**src/rtl/core/balc_pkg.sv**
```systemverilog
package balc_pkg;

    localparam int DATA_WIDTH_DEF = 32;
    localparam int FRAC_BITS_DEF  = 16;
    localparam int SUM_WIDTH_DEF  = 48;

    localparam int IO_W      = 32;
    localparam int BAND_W    = 31;
    localparam int GAIN_W    = 31;
    localparam int CHUNK_W   = 16;
    localparam int CFG_IDX_W = 3;

    localparam logic [IO_W-1:0]   TARGET_POSITION_RST = 32'd65536;
    localparam logic [BAND_W-1:0] UPRIGHT_BAND_RST    = 31'd26214;
    localparam logic [BAND_W-1:0] BLEND_BAND_RST      = 31'd39322;
    localparam logic [BAND_W-1:0] POSITION_BAND_RST   = 31'd6554;
    localparam logic [GAIN_W-1:0] INNER_PROP_GAIN_RST = 31'd3276800;
    localparam logic [GAIN_W-1:0] INNER_INT_GAIN_RST  = 31'd32768;
    localparam logic [GAIN_W-1:0] POS_GAIN_FAR_RST    = 31'd3276800;
    localparam logic [GAIN_W-1:0] POS_GAIN_NEAR_RST   = 31'd19660800;

    typedef enum logic [CFG_IDX_W-1:0] {
        CFG_TARGET_POSITION,
        CFG_UPRIGHT_BAND,
        CFG_BLEND_BAND,
        CFG_POSITION_BAND,
        CFG_INNER_PROP_GAIN,
        CFG_INNER_INT_GAIN,
        CFG_POS_GAIN_FAR,
        CFG_POS_GAIN_NEAR
    } balc_cfg_idx_t;

    typedef struct packed {
        logic [IO_W-1:0]   target_position;
        logic [BAND_W-1:0] upright_band;
        logic [BAND_W-1:0] blend_band;
        logic [BAND_W-1:0] position_band;
        logic [GAIN_W-1:0] inner_prop_gain;
        logic [GAIN_W-1:0] inner_int_gain;
        logic [GAIN_W-1:0] pos_gain_far;
        logic [GAIN_W-1:0] pos_gain_near;
    } balc_cfg_t;

    typedef enum logic [2:0] {
        OP_UP_P,
        OP_UP_D,
        OP_IN_P,
        OP_IN_I,
        OP_POS_P,
        OP_POS_D,
        OP_MIX_IN,
        OP_MIX_POS
    } balc_op_t;

    typedef enum logic [2:0] {
        ST_IDLE,
        ST_PREP,
        ST_SEL,
        ST_MUL,
        ST_COMB,
        ST_OUT
    } balc_state_t;

    typedef enum logic [1:0] {
        MUL_IDLE,
        MUL_ABS,
        MUL_MAC,
        MUL_FIN
    } balc_mul_state_t;

    typedef struct packed {
        logic              start;
        logic [GAIN_W-1:0] gain;
    } balc_mul_req_t;

    typedef struct packed {
        logic busy;
        logic done;
    } balc_mul_stat_t;

endpackage

```
**src/rtl/core/balc_cfg.sv**
```systemverilog
module balc_cfg (
    input  logic                          clk,
    input  logic                          rst_n,
    input  logic                          cfg_valid,
    input  logic [balc_pkg::CFG_IDX_W-1:0] cfg_index,
    input  logic [balc_pkg::IO_W-1:0]      cfg_data,
    output balc_pkg::balc_cfg_t           regs
);
    import balc_pkg::*;

    balc_cfg_t regs_reg;

    always_ff @(posedge clk or negedge rst_n)
    begin
        if (!rst_n)
        begin
            regs_reg.target_position <= TARGET_POSITION_RST;
            regs_reg.upright_band    <= UPRIGHT_BAND_RST;
            regs_reg.blend_band      <= BLEND_BAND_RST;
            regs_reg.position_band   <= POSITION_BAND_RST;
            regs_reg.inner_prop_gain <= INNER_PROP_GAIN_RST;
            regs_reg.inner_int_gain  <= INNER_INT_GAIN_RST;
            regs_reg.pos_gain_far    <= POS_GAIN_FAR_RST;
            regs_reg.pos_gain_near   <= POS_GAIN_NEAR_RST;
        end
        else if (cfg_valid)
        begin
            case (cfg_index)
                CFG_TARGET_POSITION: regs_reg.target_position <= cfg_data;
                CFG_UPRIGHT_BAND:    regs_reg.upright_band    <= cfg_data[BAND_W-1:0];
                CFG_BLEND_BAND:      regs_reg.blend_band      <= cfg_data[BAND_W-1:0];
                CFG_POSITION_BAND:   regs_reg.position_band   <= cfg_data[BAND_W-1:0];
                CFG_INNER_PROP_GAIN: regs_reg.inner_prop_gain <= cfg_data[GAIN_W-1:0];
                CFG_INNER_INT_GAIN:  regs_reg.inner_int_gain  <= cfg_data[GAIN_W-1:0];
                CFG_POS_GAIN_FAR:    regs_reg.pos_gain_far    <= cfg_data[GAIN_W-1:0];
                CFG_POS_GAIN_NEAR:   regs_reg.pos_gain_near   <= cfg_data[GAIN_W-1:0];
                default:             ;
            endcase
        end
    end

    assign regs = regs_reg;

endmodule

```
**src/rtl/core/balc_mulq.sv**
```systemverilog
module balc_mulq #(
    parameter int OP_W       = balc_pkg::SUM_WIDTH_DEF,
    parameter int DATA_WIDTH = balc_pkg::DATA_WIDTH_DEF,
    parameter int FRAC_BITS  = balc_pkg::FRAC_BITS_DEF
) (
    input  logic                         clk,
    input  logic                         rst_n,
    input  balc_pkg::balc_mul_req_t      req,
    input  logic signed [OP_W-1:0]       opnd,
    output balc_pkg::balc_mul_stat_t     stat,
    output logic signed [DATA_WIDTH-1:0] result
);
    import balc_pkg::*;

    localparam int NCHUNK = (OP_W + CHUNK_W - 1) / CHUNK_W;
    localparam int MAG_W  = NCHUNK * CHUNK_W;
    localparam int ACC_W  = MAG_W + GAIN_W;
    localparam int CNT_W  = (NCHUNK > 1) ? $clog2(NCHUNK) : 1;
    localparam logic [ACC_W-1:0] ROUND_C = ACC_W'(1) << (FRAC_BITS - 1);
    localparam logic [ACC_W-1:0] LIM_POS = ACC_W'({(DATA_WIDTH-1){1'b1}});
    localparam logic [ACC_W-1:0] LIM_NEG = LIM_POS + ACC_W'(1);
    localparam logic [CNT_W-1:0] CNT_TOP = CNT_W'(NCHUNK - 1);

    balc_mul_state_t state_reg;
    balc_mul_state_t state_next;

    logic signed [OP_W-1:0]       opnd_reg;
    logic [GAIN_W-1:0]            gain_reg;
    logic                         neg_reg;
    logic [MAG_W-1:0]             mag_reg;
    logic [ACC_W-1:0]             acc_reg;
    logic [CNT_W-1:0]             cnt_reg;
    logic                         done_reg;
    logic signed [DATA_WIDTH-1:0] result_reg;

    logic [OP_W-1:0]              mag_raw;
    logic [CHUNK_W-1:0]           chunk;
    logic [CHUNK_W+GAIN_W-1:0]    part;
    logic                         last_chunk;
    logic [ACC_W-1:0]             acc_sum;
    logic [ACC_W-1:0]             quot;
    logic [ACC_W-1:0]             lim;
    logic [ACC_W-1:0]             qsat;
    logic [DATA_WIDTH-1:0]        qlow;

    // The magnitude is consumed one chunk per cycle, most significant first.
    always_comb
    begin
        mag_raw    = opnd_reg[OP_W-1] ? OP_W'(-opnd_reg) : opnd_reg;
        chunk      = mag_reg[cnt_reg*CHUNK_W +: CHUNK_W];
        part       = chunk * gain_reg;
        last_chunk = (cnt_reg == '0);
        acc_sum    = (acc_reg << CHUNK_W) + ACC_W'(part) + (last_chunk ? ROUND_C : '0);
        quot       = acc_reg >> FRAC_BITS;
        lim        = neg_reg ? LIM_NEG : LIM_POS;
        qsat       = (quot > lim) ? lim : quot;
        qlow       = qsat[DATA_WIDTH-1:0];
    end

    always_comb
    begin
        state_next = state_reg;
        case (state_reg)
            MUL_IDLE:
            begin
                if (req.start)
                begin
                    state_next = MUL_ABS;
                end
            end
            MUL_ABS:
            begin
                state_next = MUL_MAC;
            end
            MUL_MAC:
            begin
                if (last_chunk)
                begin
                    state_next = MUL_FIN;
                end
            end
            MUL_FIN:
            begin
                state_next = MUL_IDLE;
            end
            default:
            begin
                state_next = MUL_IDLE;
            end
        endcase
    end

    always_comb
    begin
        stat.busy = (state_reg != MUL_IDLE);
        stat.done = done_reg;
        result    = result_reg;
    end

    always_ff @(posedge clk or negedge rst_n)
    begin
        if (!rst_n)
        begin
            state_reg <= MUL_IDLE;
            done_reg  <= 1'b0;
        end
        else
        begin
            state_reg <= state_next;
            done_reg  <= (state_reg == MUL_FIN);
        end
    end

    always_ff @(posedge clk)
    begin
        if (state_reg == MUL_IDLE && req.start)
        begin
            opnd_reg <= opnd;
            gain_reg <= req.gain;
        end
        if (state_reg == MUL_ABS)
        begin
            neg_reg <= opnd_reg[OP_W-1];
            mag_reg <= MAG_W'(mag_raw);
            acc_reg <= '0;
            cnt_reg <= CNT_TOP;
        end
        if (state_reg == MUL_MAC)
        begin
            acc_reg <= acc_sum;
            cnt_reg <= cnt_reg - 1'b1;
        end
        if (state_reg == MUL_FIN)
        begin
            result_reg <= $signed(neg_reg ? -qlow : qlow);
        end
    end

endmodule

```
**src/rtl/core/balance_cascade_pid_core.sv**
```systemverilog
// Cascaded balance controller: upright PD, inner PI with integrator, position PD, blend.
// Each transaction runs the eight products in turn through the single 16 x 31 multiplier,
// which takes N 16-bit operand chunks per product, N = ceil(max(DATA_WIDTH, SUM_WIDTH) / 16).
// A new transaction is accepted only after the previous result has been loaded for output.
// Reset (asynchronous, active low) clears the sequencer, history and integrator and loads defaults.
module balance_cascade_pid_core #(
    parameter int DATA_WIDTH = balc_pkg::DATA_WIDTH_DEF,
    parameter int FRAC_BITS  = balc_pkg::FRAC_BITS_DEF,
    parameter int SUM_WIDTH  = balc_pkg::SUM_WIDTH_DEF
) (
    input  logic                           clk,
    input  logic                           rst_n,
    input  logic                           cfg_valid,
    output logic                           cfg_ready,
    input  logic [balc_pkg::CFG_IDX_W-1:0] cfg_index,
    input  logic [balc_pkg::IO_W-1:0]      cfg_data,
    input  logic                           in_valid,
    output logic                           in_ready,
    input  logic signed [balc_pkg::IO_W-1:0] tilt_angle,
    input  logic signed [balc_pkg::IO_W-1:0] position,
    output logic                           out_valid,
    input  logic                           out_ready,
    output logic signed [balc_pkg::IO_W-1:0] drive_command
);
    import balc_pkg::*;

    localparam int OP_W   = (SUM_WIDTH > DATA_WIDTH) ? SUM_WIDTH : DATA_WIDTH;
    localparam int WIDE_W = ((OP_W > IO_W) ? OP_W : IO_W) + 1;
    localparam int CMP_W  = (DATA_WIDTH - 1 > BAND_W) ? DATA_WIDTH - 1 : BAND_W;
    localparam longint ONE_Q = longint'(1) << FRAC_BITS;

    localparam logic [GAIN_W-1:0] K_UP_P_WIDE   = GAIN_W'(15 * ONE_Q);
    localparam logic [GAIN_W-1:0] K_UP_D_WIDE   = GAIN_W'(ONE_Q >> 1);
    localparam logic [GAIN_W-1:0] K_UP_P_NARROW = GAIN_W'(25 * ONE_Q);
    localparam logic [GAIN_W-1:0] K_UP_D_NARROW = GAIN_W'(ONE_Q);
    localparam logic [GAIN_W-1:0] K_POS_D       = GAIN_W'((ONE_Q + 5) / 10);
    localparam logic [GAIN_W-1:0] W_HI_INNER    = GAIN_W'((ONE_Q + 5) / 10);
    localparam logic [GAIN_W-1:0] W_HI_POS      = GAIN_W'((9 * ONE_Q + 5) / 10);
    localparam logic [GAIN_W-1:0] W_LO_INNER    = GAIN_W'((ONE_Q + 5000) / 10000);
    localparam logic [GAIN_W-1:0] W_LO_POS      = GAIN_W'((9999 * ONE_Q + 5000) / 10000);

    function automatic logic signed [WIDE_W-1:0] sat_w(
        input logic signed [WIDE_W-1:0] v,
        input int                       w
    );
        logic signed [WIDE_W-1:0] hi;
        logic signed [WIDE_W-1:0] lo;
        logic signed [WIDE_W-1:0] r;
        hi = $signed((WIDE_W'(1) << (w - 1)) - WIDE_W'(1));
        lo = ~hi;
        if (v > hi)
        begin
            r = hi;
        end
        else if (v < lo)
        begin
            r = lo;
        end
        else
        begin
            r = v;
        end
        return r;
    endfunction

    function automatic logic signed [DATA_WIDTH-1:0] sat_d(input logic signed [WIDE_W-1:0] v);
        logic signed [WIDE_W-1:0] t;
        t = sat_w(v, DATA_WIDTH);
        return t[DATA_WIDTH-1:0];
    endfunction

    function automatic logic signed [SUM_WIDTH-1:0] sat_s(input logic signed [WIDE_W-1:0] v);
        logic signed [WIDE_W-1:0] t;
        t = sat_w(v, SUM_WIDTH);
        return t[SUM_WIDTH-1:0];
    endfunction

    function automatic logic signed [IO_W-1:0] sat_o(input logic signed [WIDE_W-1:0] v);
        logic signed [WIDE_W-1:0] t;
        t = sat_w(v, IO_W);
        return t[IO_W-1:0];
    endfunction

    balc_cfg_t      cfg;
    balc_mul_req_t  mul_req;
    balc_mul_stat_t mul_stat;
    logic signed [DATA_WIDTH-1:0] mul_result;

    balc_state_t state_reg;
    balc_state_t state_next;
    balc_op_t    op_reg;
    balc_op_t    op_next;

    logic signed [DATA_WIDTH-1:0] a_reg;
    logic signed [DATA_WIDTH-1:0] p_reg;
    logic signed [DATA_WIDTH-1:0] tgt_reg;
    logic signed [DATA_WIDTH-1:0] prev_angle_reg;
    logic signed [DATA_WIDTH-1:0] prev_pos_reg;
    logic signed [SUM_WIDTH-1:0]  sum_reg;
    logic signed [DATA_WIDTH-1:0] ie_reg;
    logic signed [DATA_WIDTH-1:0] up_reg;
    logic signed [DATA_WIDTH-1:0] inner_reg;
    logic signed [DATA_WIDTH-1:0] pos_reg;
    logic signed [DATA_WIDTH-1:0] cmd_reg;
    logic signed [DATA_WIDTH-1:0] t0_reg;
    logic signed [OP_W-1:0]       opnd_reg;
    logic                         narrow_reg;
    logic                         blend_reg;
    logic                         out_valid_reg;
    logic signed [IO_W-1:0]       drive_reg;

    logic                         accept;
    logic                         load_out;
    logic signed [WIDE_W-1:0]     add_x;
    logic signed [WIDE_W-1:0]     add_y;
    logic signed [WIDE_W-1:0]     add_wide;
    logic signed [DATA_WIDTH-1:0] add_d;
    logic signed [SUM_WIDTH-1:0]  add_s;
    logic signed [DATA_WIDTH-1:0] opnd_d;
    logic [DATA_WIDTH-1:0]        neg_d;
    logic [DATA_WIDTH-2:0]        mag_d;
    logic [CMP_W-1:0]             mag_c;
    logic                         lt_up;
    logic                         gt_blend;
    logic                         lt_pos;
    logic [GAIN_W-1:0]            gain_sel;

    balc_cfg u_cfg (
        .clk       (clk),
        .rst_n     (rst_n),
        .cfg_valid (cfg_valid),
        .cfg_index (cfg_index),
        .cfg_data  (cfg_data),
        .regs      (cfg)
    );

    balc_mulq #(
        .OP_W       (OP_W),
        .DATA_WIDTH (DATA_WIDTH),
        .FRAC_BITS  (FRAC_BITS)
    ) u_mulq (
        .clk    (clk),
        .rst_n  (rst_n),
        .req    (mul_req),
        .opnd   (opnd_reg),
        .stat   (mul_stat),
        .result (mul_result)
    );

    // Shared saturating adder: operand preparation and product combination.
    always_comb
    begin
        add_x = '0;
        add_y = '0;
        if (state_reg == ST_COMB)
        begin
            add_x = WIDE_W'(t0_reg);
            add_y = WIDE_W'(mul_result);
        end
        else
        begin
            case (op_reg)
                OP_UP_P:
                begin
                    add_x = WIDE_W'(a_reg);
                end
                OP_UP_D:
                begin
                    add_x = WIDE_W'(a_reg);
                    add_y = -WIDE_W'(prev_angle_reg);
                end
                OP_IN_P:
                begin
                    add_x = WIDE_W'(up_reg);
                    add_y = -WIDE_W'(a_reg);
                end
                OP_IN_I:
                begin
                    add_x = WIDE_W'(sum_reg);
                    add_y = WIDE_W'(ie_reg);
                end
                OP_POS_P:
                begin
                    add_x = WIDE_W'(tgt_reg);
                    add_y = -WIDE_W'(p_reg);
                end
                OP_POS_D:
                begin
                    add_x = WIDE_W'(p_reg);
                    add_y = -WIDE_W'(prev_pos_reg);
                end
                OP_MIX_IN:
                begin
                    add_x = WIDE_W'(inner_reg);
                end
                OP_MIX_POS:
                begin
                    add_x = WIDE_W'(pos_reg);
                end
                default:
                begin
                    add_x = '0;
                end
            endcase
        end
        add_wide = add_x + add_y;
        add_d    = sat_d(add_wide);
        add_s    = sat_s(add_wide);
    end

    // The magnitude used for band compares saturates the most negative value.
    always_comb
    begin
        opnd_d   = opnd_reg[DATA_WIDTH-1:0];
        neg_d    = -opnd_d;
        if (!opnd_d[DATA_WIDTH-1])
        begin
            mag_d = opnd_d[DATA_WIDTH-2:0];
        end
        else if (neg_d[DATA_WIDTH-1])
        begin
            mag_d = '1;
        end
        else
        begin
            mag_d = neg_d[DATA_WIDTH-2:0];
        end
        mag_c    = CMP_W'(mag_d);
        lt_up    = (mag_c < CMP_W'(cfg.upright_band));
        gt_blend = (mag_c > CMP_W'(cfg.blend_band));
        lt_pos   = (mag_c < CMP_W'(cfg.position_band));
        case (op_reg)
            OP_UP_P:    gain_sel = lt_up ? K_UP_P_NARROW : K_UP_P_WIDE;
            OP_UP_D:    gain_sel = narrow_reg ? K_UP_D_NARROW : K_UP_D_WIDE;
            OP_IN_P:    gain_sel = cfg.inner_prop_gain;
            OP_IN_I:    gain_sel = cfg.inner_int_gain;
            OP_POS_P:   gain_sel = lt_pos ? cfg.pos_gain_near : cfg.pos_gain_far;
            OP_POS_D:   gain_sel = K_POS_D;
            OP_MIX_IN:  gain_sel = blend_reg ? W_HI_INNER : W_LO_INNER;
            OP_MIX_POS: gain_sel = blend_reg ? W_HI_POS : W_LO_POS;
            default:    gain_sel = '0;
        endcase
    end

    always_comb
    begin
        state_next = state_reg;
        op_next    = op_reg;
        case (state_reg)
            ST_IDLE:
            begin
                if (in_valid)
                begin
                    state_next = ST_PREP;
                    op_next    = OP_UP_P;
                end
            end
            ST_PREP:
            begin
                state_next = ST_SEL;
            end
            ST_SEL:
            begin
                state_next = ST_MUL;
            end
            ST_MUL:
            begin
                if (mul_stat.done)
                begin
                    state_next = ST_COMB;
                end
            end
            ST_COMB:
            begin
                if (op_reg == OP_MIX_POS)
                begin
                    state_next = ST_OUT;
                end
                else
                begin
                    state_next = ST_PREP;
                    op_next    = balc_op_t'(op_reg + 3'd1);
                end
            end
            ST_OUT:
            begin
                if (!out_valid_reg || out_ready)
                begin
                    state_next = ST_IDLE;
                end
            end
            default:
            begin
                state_next = ST_IDLE;
            end
        endcase
    end

    always_comb
    begin
        in_ready      = (state_reg == ST_IDLE);
        cfg_ready     = 1'b1;
        accept        = in_valid && (state_reg == ST_IDLE);
        load_out      = (state_reg == ST_OUT) && (!out_valid_reg || out_ready);
        mul_req.start = (state_reg == ST_SEL);
        mul_req.gain  = gain_sel;
        out_valid     = out_valid_reg;
        drive_command = drive_reg;
    end

    always_ff @(posedge clk or negedge rst_n)
    begin
        if (!rst_n)
        begin
            state_reg      <= ST_IDLE;
            op_reg         <= OP_UP_P;
            out_valid_reg  <= 1'b0;
            prev_angle_reg <= '0;
            prev_pos_reg   <= '0;
            sum_reg        <= '0;
        end
        else
        begin
            state_reg <= state_next;
            op_reg    <= op_next;
            if (load_out)
            begin
                out_valid_reg  <= 1'b1;
                prev_angle_reg <= a_reg;
                prev_pos_reg   <= p_reg;
            end
            else if (out_ready)
            begin
                out_valid_reg <= 1'b0;
            end
            if (state_reg == ST_PREP && op_reg == OP_IN_I)
            begin
                sum_reg <= add_s;
            end
        end
    end

    always_ff @(posedge clk)
    begin
        if (accept)
        begin
            a_reg   <= sat_d(WIDE_W'(tilt_angle));
            p_reg   <= sat_d(WIDE_W'(position));
            tgt_reg <= sat_d(WIDE_W'($signed(cfg.target_position)));
        end
        if (state_reg == ST_PREP)
        begin
            if (op_reg == OP_IN_I)
            begin
                opnd_reg <= OP_W'(add_s);
            end
            else
            begin
                opnd_reg <= OP_W'(add_d);
            end
            if (op_reg == OP_IN_P)
            begin
                ie_reg <= add_d;
            end
        end
        if (state_reg == ST_SEL && op_reg == OP_UP_P)
        begin
            narrow_reg <= lt_up;
            blend_reg  <= gt_blend;
        end
        if (state_reg == ST_COMB)
        begin
            case (op_reg)
                OP_UP_P:    t0_reg    <= mul_result;
                OP_UP_D:    up_reg    <= add_d;
                OP_IN_P:    t0_reg    <= mul_result;
                OP_IN_I:    inner_reg <= add_d;
                OP_POS_P:   t0_reg    <= mul_result;
                OP_POS_D:   pos_reg   <= add_d;
                OP_MIX_IN:  t0_reg    <= mul_result;
                OP_MIX_POS: cmd_reg   <= add_d;
                default:    t0_reg    <= mul_result;
            endcase
        end
        if (load_out)
        begin
            drive_reg <= sat_o(WIDE_W'(cmd_reg));
        end
    end

    assert property (@(posedge clk) disable iff (!rst_n)
        mul_req.start |-> !mul_stat.busy)
        else $error("Multiplier was started while still busy.");

    assert property (@(posedge clk) disable iff (!rst_n)
        in_ready |-> !mul_stat.busy)
        else $error("Block offered to accept a transaction while the multiplier was busy.");

    assert property (@(posedge clk) disable iff (!rst_n)
        mul_stat.done |-> state_reg == ST_MUL)
        else $error("Multiplier finished while the sequencer was not waiting for it.");

    assert property (@(posedge clk) disable iff (!rst_n)
        $rose(out_valid) |-> $past(state_reg == ST_OUT))
        else $error("Result appeared without passing through the output state.");

endmodule
```
**config.mk**
```make
export PLATFORM = sky130hd
export DESIGN_NAME = balance_cascade_pid_core
export DESIGN_NICKNAME = d
export VERILOG_FILES = /design/src/rtl/core/balc_pkg.sv /design/src/rtl/core/balc_cfg.sv /design/src/rtl/core/balc_mulq.sv /design/src/rtl/core/balance_cascade_pid_core.sv
export SDC_FILE = /design/constraint.sdc
export NUM_CORES = 2
export LEC_CHECK = 0
export ABC_CLOCK_PERIOD_IN_PS = 10900
export BUFFER_PORTS_ARGS = -buffer_cell sky130_fd_sc_hd__buf_2
export CAP_MARGIN = 30
export CORE_UTILIZATION = 35
export DETAILED_ROUTE_END_ITERATION = 8
export PLACE_DENSITY_LB_ADDON = 0.3
export SYNTH_ARGS = -nofsm -noshare
export SYNTH_HDL_FRONTEND = slang
export SYNTH_HIERARCHICAL = 1
export SYNTH_SLANG_ARGS = --single-unit
```
**constraint.sdc**
```tcl
create_clock -name clk -period 10.9 [get_ports clk]
set_input_delay 1.09 -clock clk [delete_from_list [all_inputs] [get_ports clk]]
set_output_delay 1.09 -clock clk [all_outputs]
set_load 0.05 [all_outputs]
```
* Yosys cells after proc, flatten, opt, wreduce, memory -nomap -nowiden
Index checks and enable logic that the tools add are counted.
** Storage, ports and cells
- Register bits :: 982
- Word-level logic and storage cells :: 172
** Cells by class
- Add/subtract/negate cells :: 12
- Multiply operators :: 1
- Order comparisons :: 16
- Equality and inequality tests :: 28
- Shift operators :: 1
- Mux-type cells :: 43
- Reduce and logical (&&, ||, !) cells :: 34
** Operators by type and width (number)
- 49-bit one-hot mux with 7 select lines :: 1
- 32-bit two-way mux :: 9
- 31-bit one-hot mux with 8 select lines :: 1
- 49-bit one-hot mux with 5 select lines :: 1
- 32-bit negator with 49-bit output :: 4
- 79-bit two-way mux :: 2
- 48-bit two-way mux :: 3
- 32-bit > comparator, second input constant :: 4
- 32-bit < comparator, second input constant :: 4
- 49-bit two-way mux :: 2
- 31-bit two-way mux :: 3
- 79-bit by 47-bit adder with 79-bit output :: 1
- 79-bit adder :: 1
- 32-bit negator :: 2
- 63-bit by 32-bit > comparator with 1-bit output :: 1
- 31-bit < comparator :: 2
- 49-bit adder :: 1
- 49-bit by 32-bit > comparator with 1-bit output, second input constant :: 1
- 49-bit by 48-bit > comparator with 1-bit output, second input constant :: 1
- 49-bit by 32-bit < comparator with 1-bit output, second input constant :: 1
- 49-bit by 48-bit < comparator with 1-bit output, second input constant :: 1
- 48-bit negator :: 1
- 48-bit by 7-bit variable part select with 16-bit output :: 1
- 16-bit by 31-bit multiplier with 47-bit output :: 1
- other kinds (31) :: 86

* Longest topological paths before layout
- Word-level depth :: 9
- Mapped depth :: 31

* By module
The synthesis kept the hierarchy.
** By module, submodules not included
- balance_cascade_pid_core :: times used 1, cells each 3003, area an instance 29953.7 µm², seq. area each 14088.5 µm²
- balc_mulq :: times used 1, cells each 3009, area an instance 29127.9 µm², seq. area each 7312.0 µm²
- balc_cfg :: times used 1, cells each 533, area an instance 9315.2 µm², seq. area each 6274.8 µm²

* Worst setup path before layout
OpenSTA, ideal clock, no wires.
- Path type :: reg2reg
- From :: register u_mulq.cnt_reg[0]
- To :: register u_mulq.acc_reg[61] (data pin)
- Data arrival time :: 7.535 ns
- Setup slack :: 3.107 ns
- Cell stages (with the launch flop) :: 26
- Period minus slack after synthesis :: 7.793 ns
- Cell sequence :: edfxtp_1 > clkbuf_1 > buf_1 > mux2i_1 > o21ai_0 > clkbuf_1 > and2_1 > fa_1 > fa_1 > fa_1 > fa_1 > fa_1 > inv_1 > fa_1 > inv_1 > ha_1 > and4_1 > nand3_1 > nor4_1 > nand2_1 > o211a_1 > o21ba_2 > o22ai_1 > clkbuf_1 > nand3_1 > mux2i_1
** On the way
- Longest elaborated chain between the ends :: 5
** RTL lines
- from (decl) :: RTL line balc_mulq.sv:32 : logic [CNT_W-1:0] cnt_reg;
- from (signal assigned) :: RTL line balc_mulq.sv:131 : cnt_reg <= cnt_reg - 1'b1;
- 48-bit by 7-bit variable part select with 16-bit output :: RTL line balc_mulq.sv:50 : chunk = mag_reg[cnt_reg*CHUNK_W +: CHUNK_W];
- 16-bit by 31-bit multiplier with 47-bit output :: RTL line balc_mulq.sv:51 : part = chunk * gain_reg;
- 79-bit by 47-bit adder with 79-bit output :: RTL line balc_mulq.sv:53 : acc_sum = (acc_reg << CHUNK_W) + ACC_W'(part) + (last_chunk ? ROUND_C : '0);
- 79-bit adder (*) :: RTL line balc_mulq.sv:53
- 79-bit two-way mux (*) :: RTL line balc_mulq.sv:128 : if (state_reg == MUL_MAC)
- to (signal assigned) :: RTL line balc_mulq.sv:130 : acc_reg <= acc_sum;
- to (decl) :: RTL line balc_mulq.sv:31 : logic [ACC_W-1:0] acc_reg;
Every way passes the cells marked *; elsewhere a longest branch is shown, timed or not.
A chain may end at the register's enable or synchronous reset.

* Final worst setup path
- From :: register u_mulq.cnt_reg[1]
- To :: register u_mulq.acc_reg[49] (data pin)
Same word-level chain as after synthesis.

==> results.md <==
- Layout cells sized above 1: 0.1333
- Worst r2r dst: u_mulq/acc_reg[49]
- Vias in the first global route: 49940
- Top_reg_cell synth: edfxtp_1
- Minimum clock period: 9.227 ns
- CTS H-tree depth: 3
- Required time of the critical path: 11.38 ns
- Hpwl dp: 156700 um
- Commonest non-fill, non-tap cell in the layout: inv_1
- Max Fclk: 108.4 MHz
- Reg2reg path depth: 25
- Vias per cell: 5.470
- Sink Count: 982
- Most frequent cells in the layout: inv_1, nand2_1, edfxtp_1
- Cells after synthesis: 6545
- Die height: 444.1 um
- Nets: 7289
- Clk Tree Root Cell: clkbuf_16
- DRT Pass-1 Iters: 9
- Total of warnings raised by yosys: 6
- Layout area overhead: 10.01%
- Crit path launch type: flop
- Worst setup EP type: flop
- Drt initial violations: 4539
- Via count: 49490
- Clk buf depth: 3
- EDFF count, synth: 611
- Hold slack: 0.3573 ns
- Worst-skew pair later-pin latency: 0.76 ns
- # setup viols final: 0
- Crit Path Class: flop to flop
- CTS Hold Bufs: 0
- Core Util, Final: 0.3891
- Worst rel slew slack: 0.2635
- Placer congestion estimate: 0.9322
- # resized after CTS: 0
- CTS tree: done
- Most common cell on crit path: fa_1
- Post-synthesis register bit count: 982
- Setup TNS: 0 ns
- Placeable Area: 193400 um^2
- Mapped Nets: 7410
- Largest register FFs: 249
- WL per Instance: 23.51 um
- Gr usage total: 0.2138
- Syn_area_per_cell: 10.45 um^2
- FF-to-FF setup slack: 1.67 ns
- Initial core utilization: 0.3537
- # port buffers: 137
- Reg2reg start: u_mulq/cnt_reg[1]
- Crit path DAT: 9.70 ns
- Unique masters post-synth: 106
- Mapped Area: 68400 um^2
- Worst-path clk slew: 0.06 ns
- # DRC: 0
- Register area share after synthesis: 0.4046
- Worst path max stage delay: 0.93 ns
- Least-Margin Pin Slew: 1.105 ns
- Largest net degree at the start of global routing: 170
- Ports: 139
- Status: complete, no violations
- Post-CTS setup buffer count: 0
- GR Overflow Total: 0
- Die Wd: 444.1 um
- Max-Cap Viols: 0
- CP max stage cell: edfxtp_1
- Final worst-path cycle share: 0.8465
- HP Class: input port to asynchronous set/reset pin
- Max Slew Vio Count: 0
- Global-route wire length before repair: 319800 um
- Crit-path max FO: 18
- WL final: 212700 um
- Total CTS buffers: 108
- Buf/Inv on CP: 5
- RSZ-0062 raised after global routing: false
- Remaining antenna violation count: 0
- Async SR Flop Fraction: 0.3778
- Clock skew: 0.06180 ns
- Initial antenna violation count: 14
- Die area: 197200 um^2
- Top cell family by delay on the critical path: adder cells
- Final hold viol count: 0
- Row cnt: 161
routing by layer:
layer	global-route usage	vias up	wire [um]	share of wire
met5	0	-	0	0
met4	0.08976	0	9052	0.043
met3	0.02746	370	12680	0.060
met2	0.3491	1746	99850	0.47
met1	0.2856	25020	91110	0.43
li1	-	22350	-	-
cells in the mapped netlist (13+ instances only):
library cell,instances,area share
a211oi_1,26,0.0029
a21o_1,100,0.011
a21oi_1,240,0.018
a221oi_1,27,0.0035
a222oi_1,44,0.0064
a22oi_1,30,0.0033
a31oi_1,33,0.0030
and2_1,239,0.022
and3_1,40,0.0037
and4_1,16,0.0020
buf_1,13,0.00071
buf_2,39,0.0029
clkbuf_1,405,0.022
dfrtp_1,336,0.12
dfstp_2,35,0.013
edfxtp_1,611,0.27
fa_1,437,0.13
ha_1,324,0.059
inv_1,717,0.039
mux2_1,37,0.0061
mux2_2,312,0.051
mux2i_1,88,0.013
nand2_1,707,0.039
nand2b_1,57,0.0052
nand3_1,65,0.0048
nand4_1,85,0.0078
nor2_1,205,0.011
nor2b_1,31,0.0028
nor3_1,122,0.0089
nor4_1,43,0.0039
o211ai_1,29,0.0032
o21a_1,23,0.0025
o21ai_0,261,0.019
o21ai_1,110,0.0080
o21bai_1,15,0.0016
o22ai_1,65,0.0059
o31ai_1,37,0.0041
or2_2,13,0.0012
or3_1,43,0.0039
or4_1,23,0.0025
xnor2_1,129,0.017
xor2_1,115,0.015
logic make-up after synthesis:
family / Yosys count / share of synthesized area
XOR/XNOR: 245 / 0.03165
AO/OA/AOI/OAI: 1168 / 0.1094
buffers and inverters: 1186 / 0.06655
other: 1 / 0.00005483
adder cells (fa/ha/maj): 773 / 0.1890
multiplexers: 437 / 0.07034
flip-flops: 982 / 0.4046
AND/OR/NAND/NOR: 1753 / 0.1284
worst max-delay path by stage:
stage / from / end / slack (ns) / cells past startpoint
2_1_floorplan: u_mulq/cnt_reg[0] / u_mulq/acc_reg[61] / 3.11 / 25
3_3_place_gp: u_mulq/cnt_reg[1] / u_mulq/acc_reg[76] / 1.84 / 25
3_5_place_dp: u_mulq/cnt_reg[1] / u_mulq/acc_reg[76] / 1.72 / 25
4_1_cts: u_mulq/cnt_reg[1] / u_mulq/acc_reg[76] / 1.69 / 25
5_1_grt: u_mulq/cnt_reg[1] / u_mulq/acc_reg[72] / 1.00 / 25
6_report: u_mulq/cnt_reg[1] / u_mulq/acc_reg[49] / 1.67 / 25
stage by stage:
stage | instance area (um^2) | worst slack [ns] | cells
3_3_place_gp | 71280 | 1.838 | 8834
2_1_floorplan | 68400 | 3.107 | 6545
5_1_grt | 75240 | 1.003 | 9045
6_report | 75240 | 1.673 | 9046
4_1_cts | 75230 | 1.688 | 9044
3_5_place_dp | 71390 | 1.722 | 8839
area by class of cell:
cell class,instances,area (um^2)
Inverter,719,2701
Clock buffer,143,3043
Fill cell,18770,118100
Antenna cell,1,2.502
Timing Repair Buffer,236,1524
Tap cell,2526,3161
Multi-Input combinational cell,4377,36340
Clock inverter,62,795.8
Sequential cell,982,27680
Power is left out: the tool's default activity adds up to more than one toggle a clock period on the data nets, which glitch-free logic cannot reach.
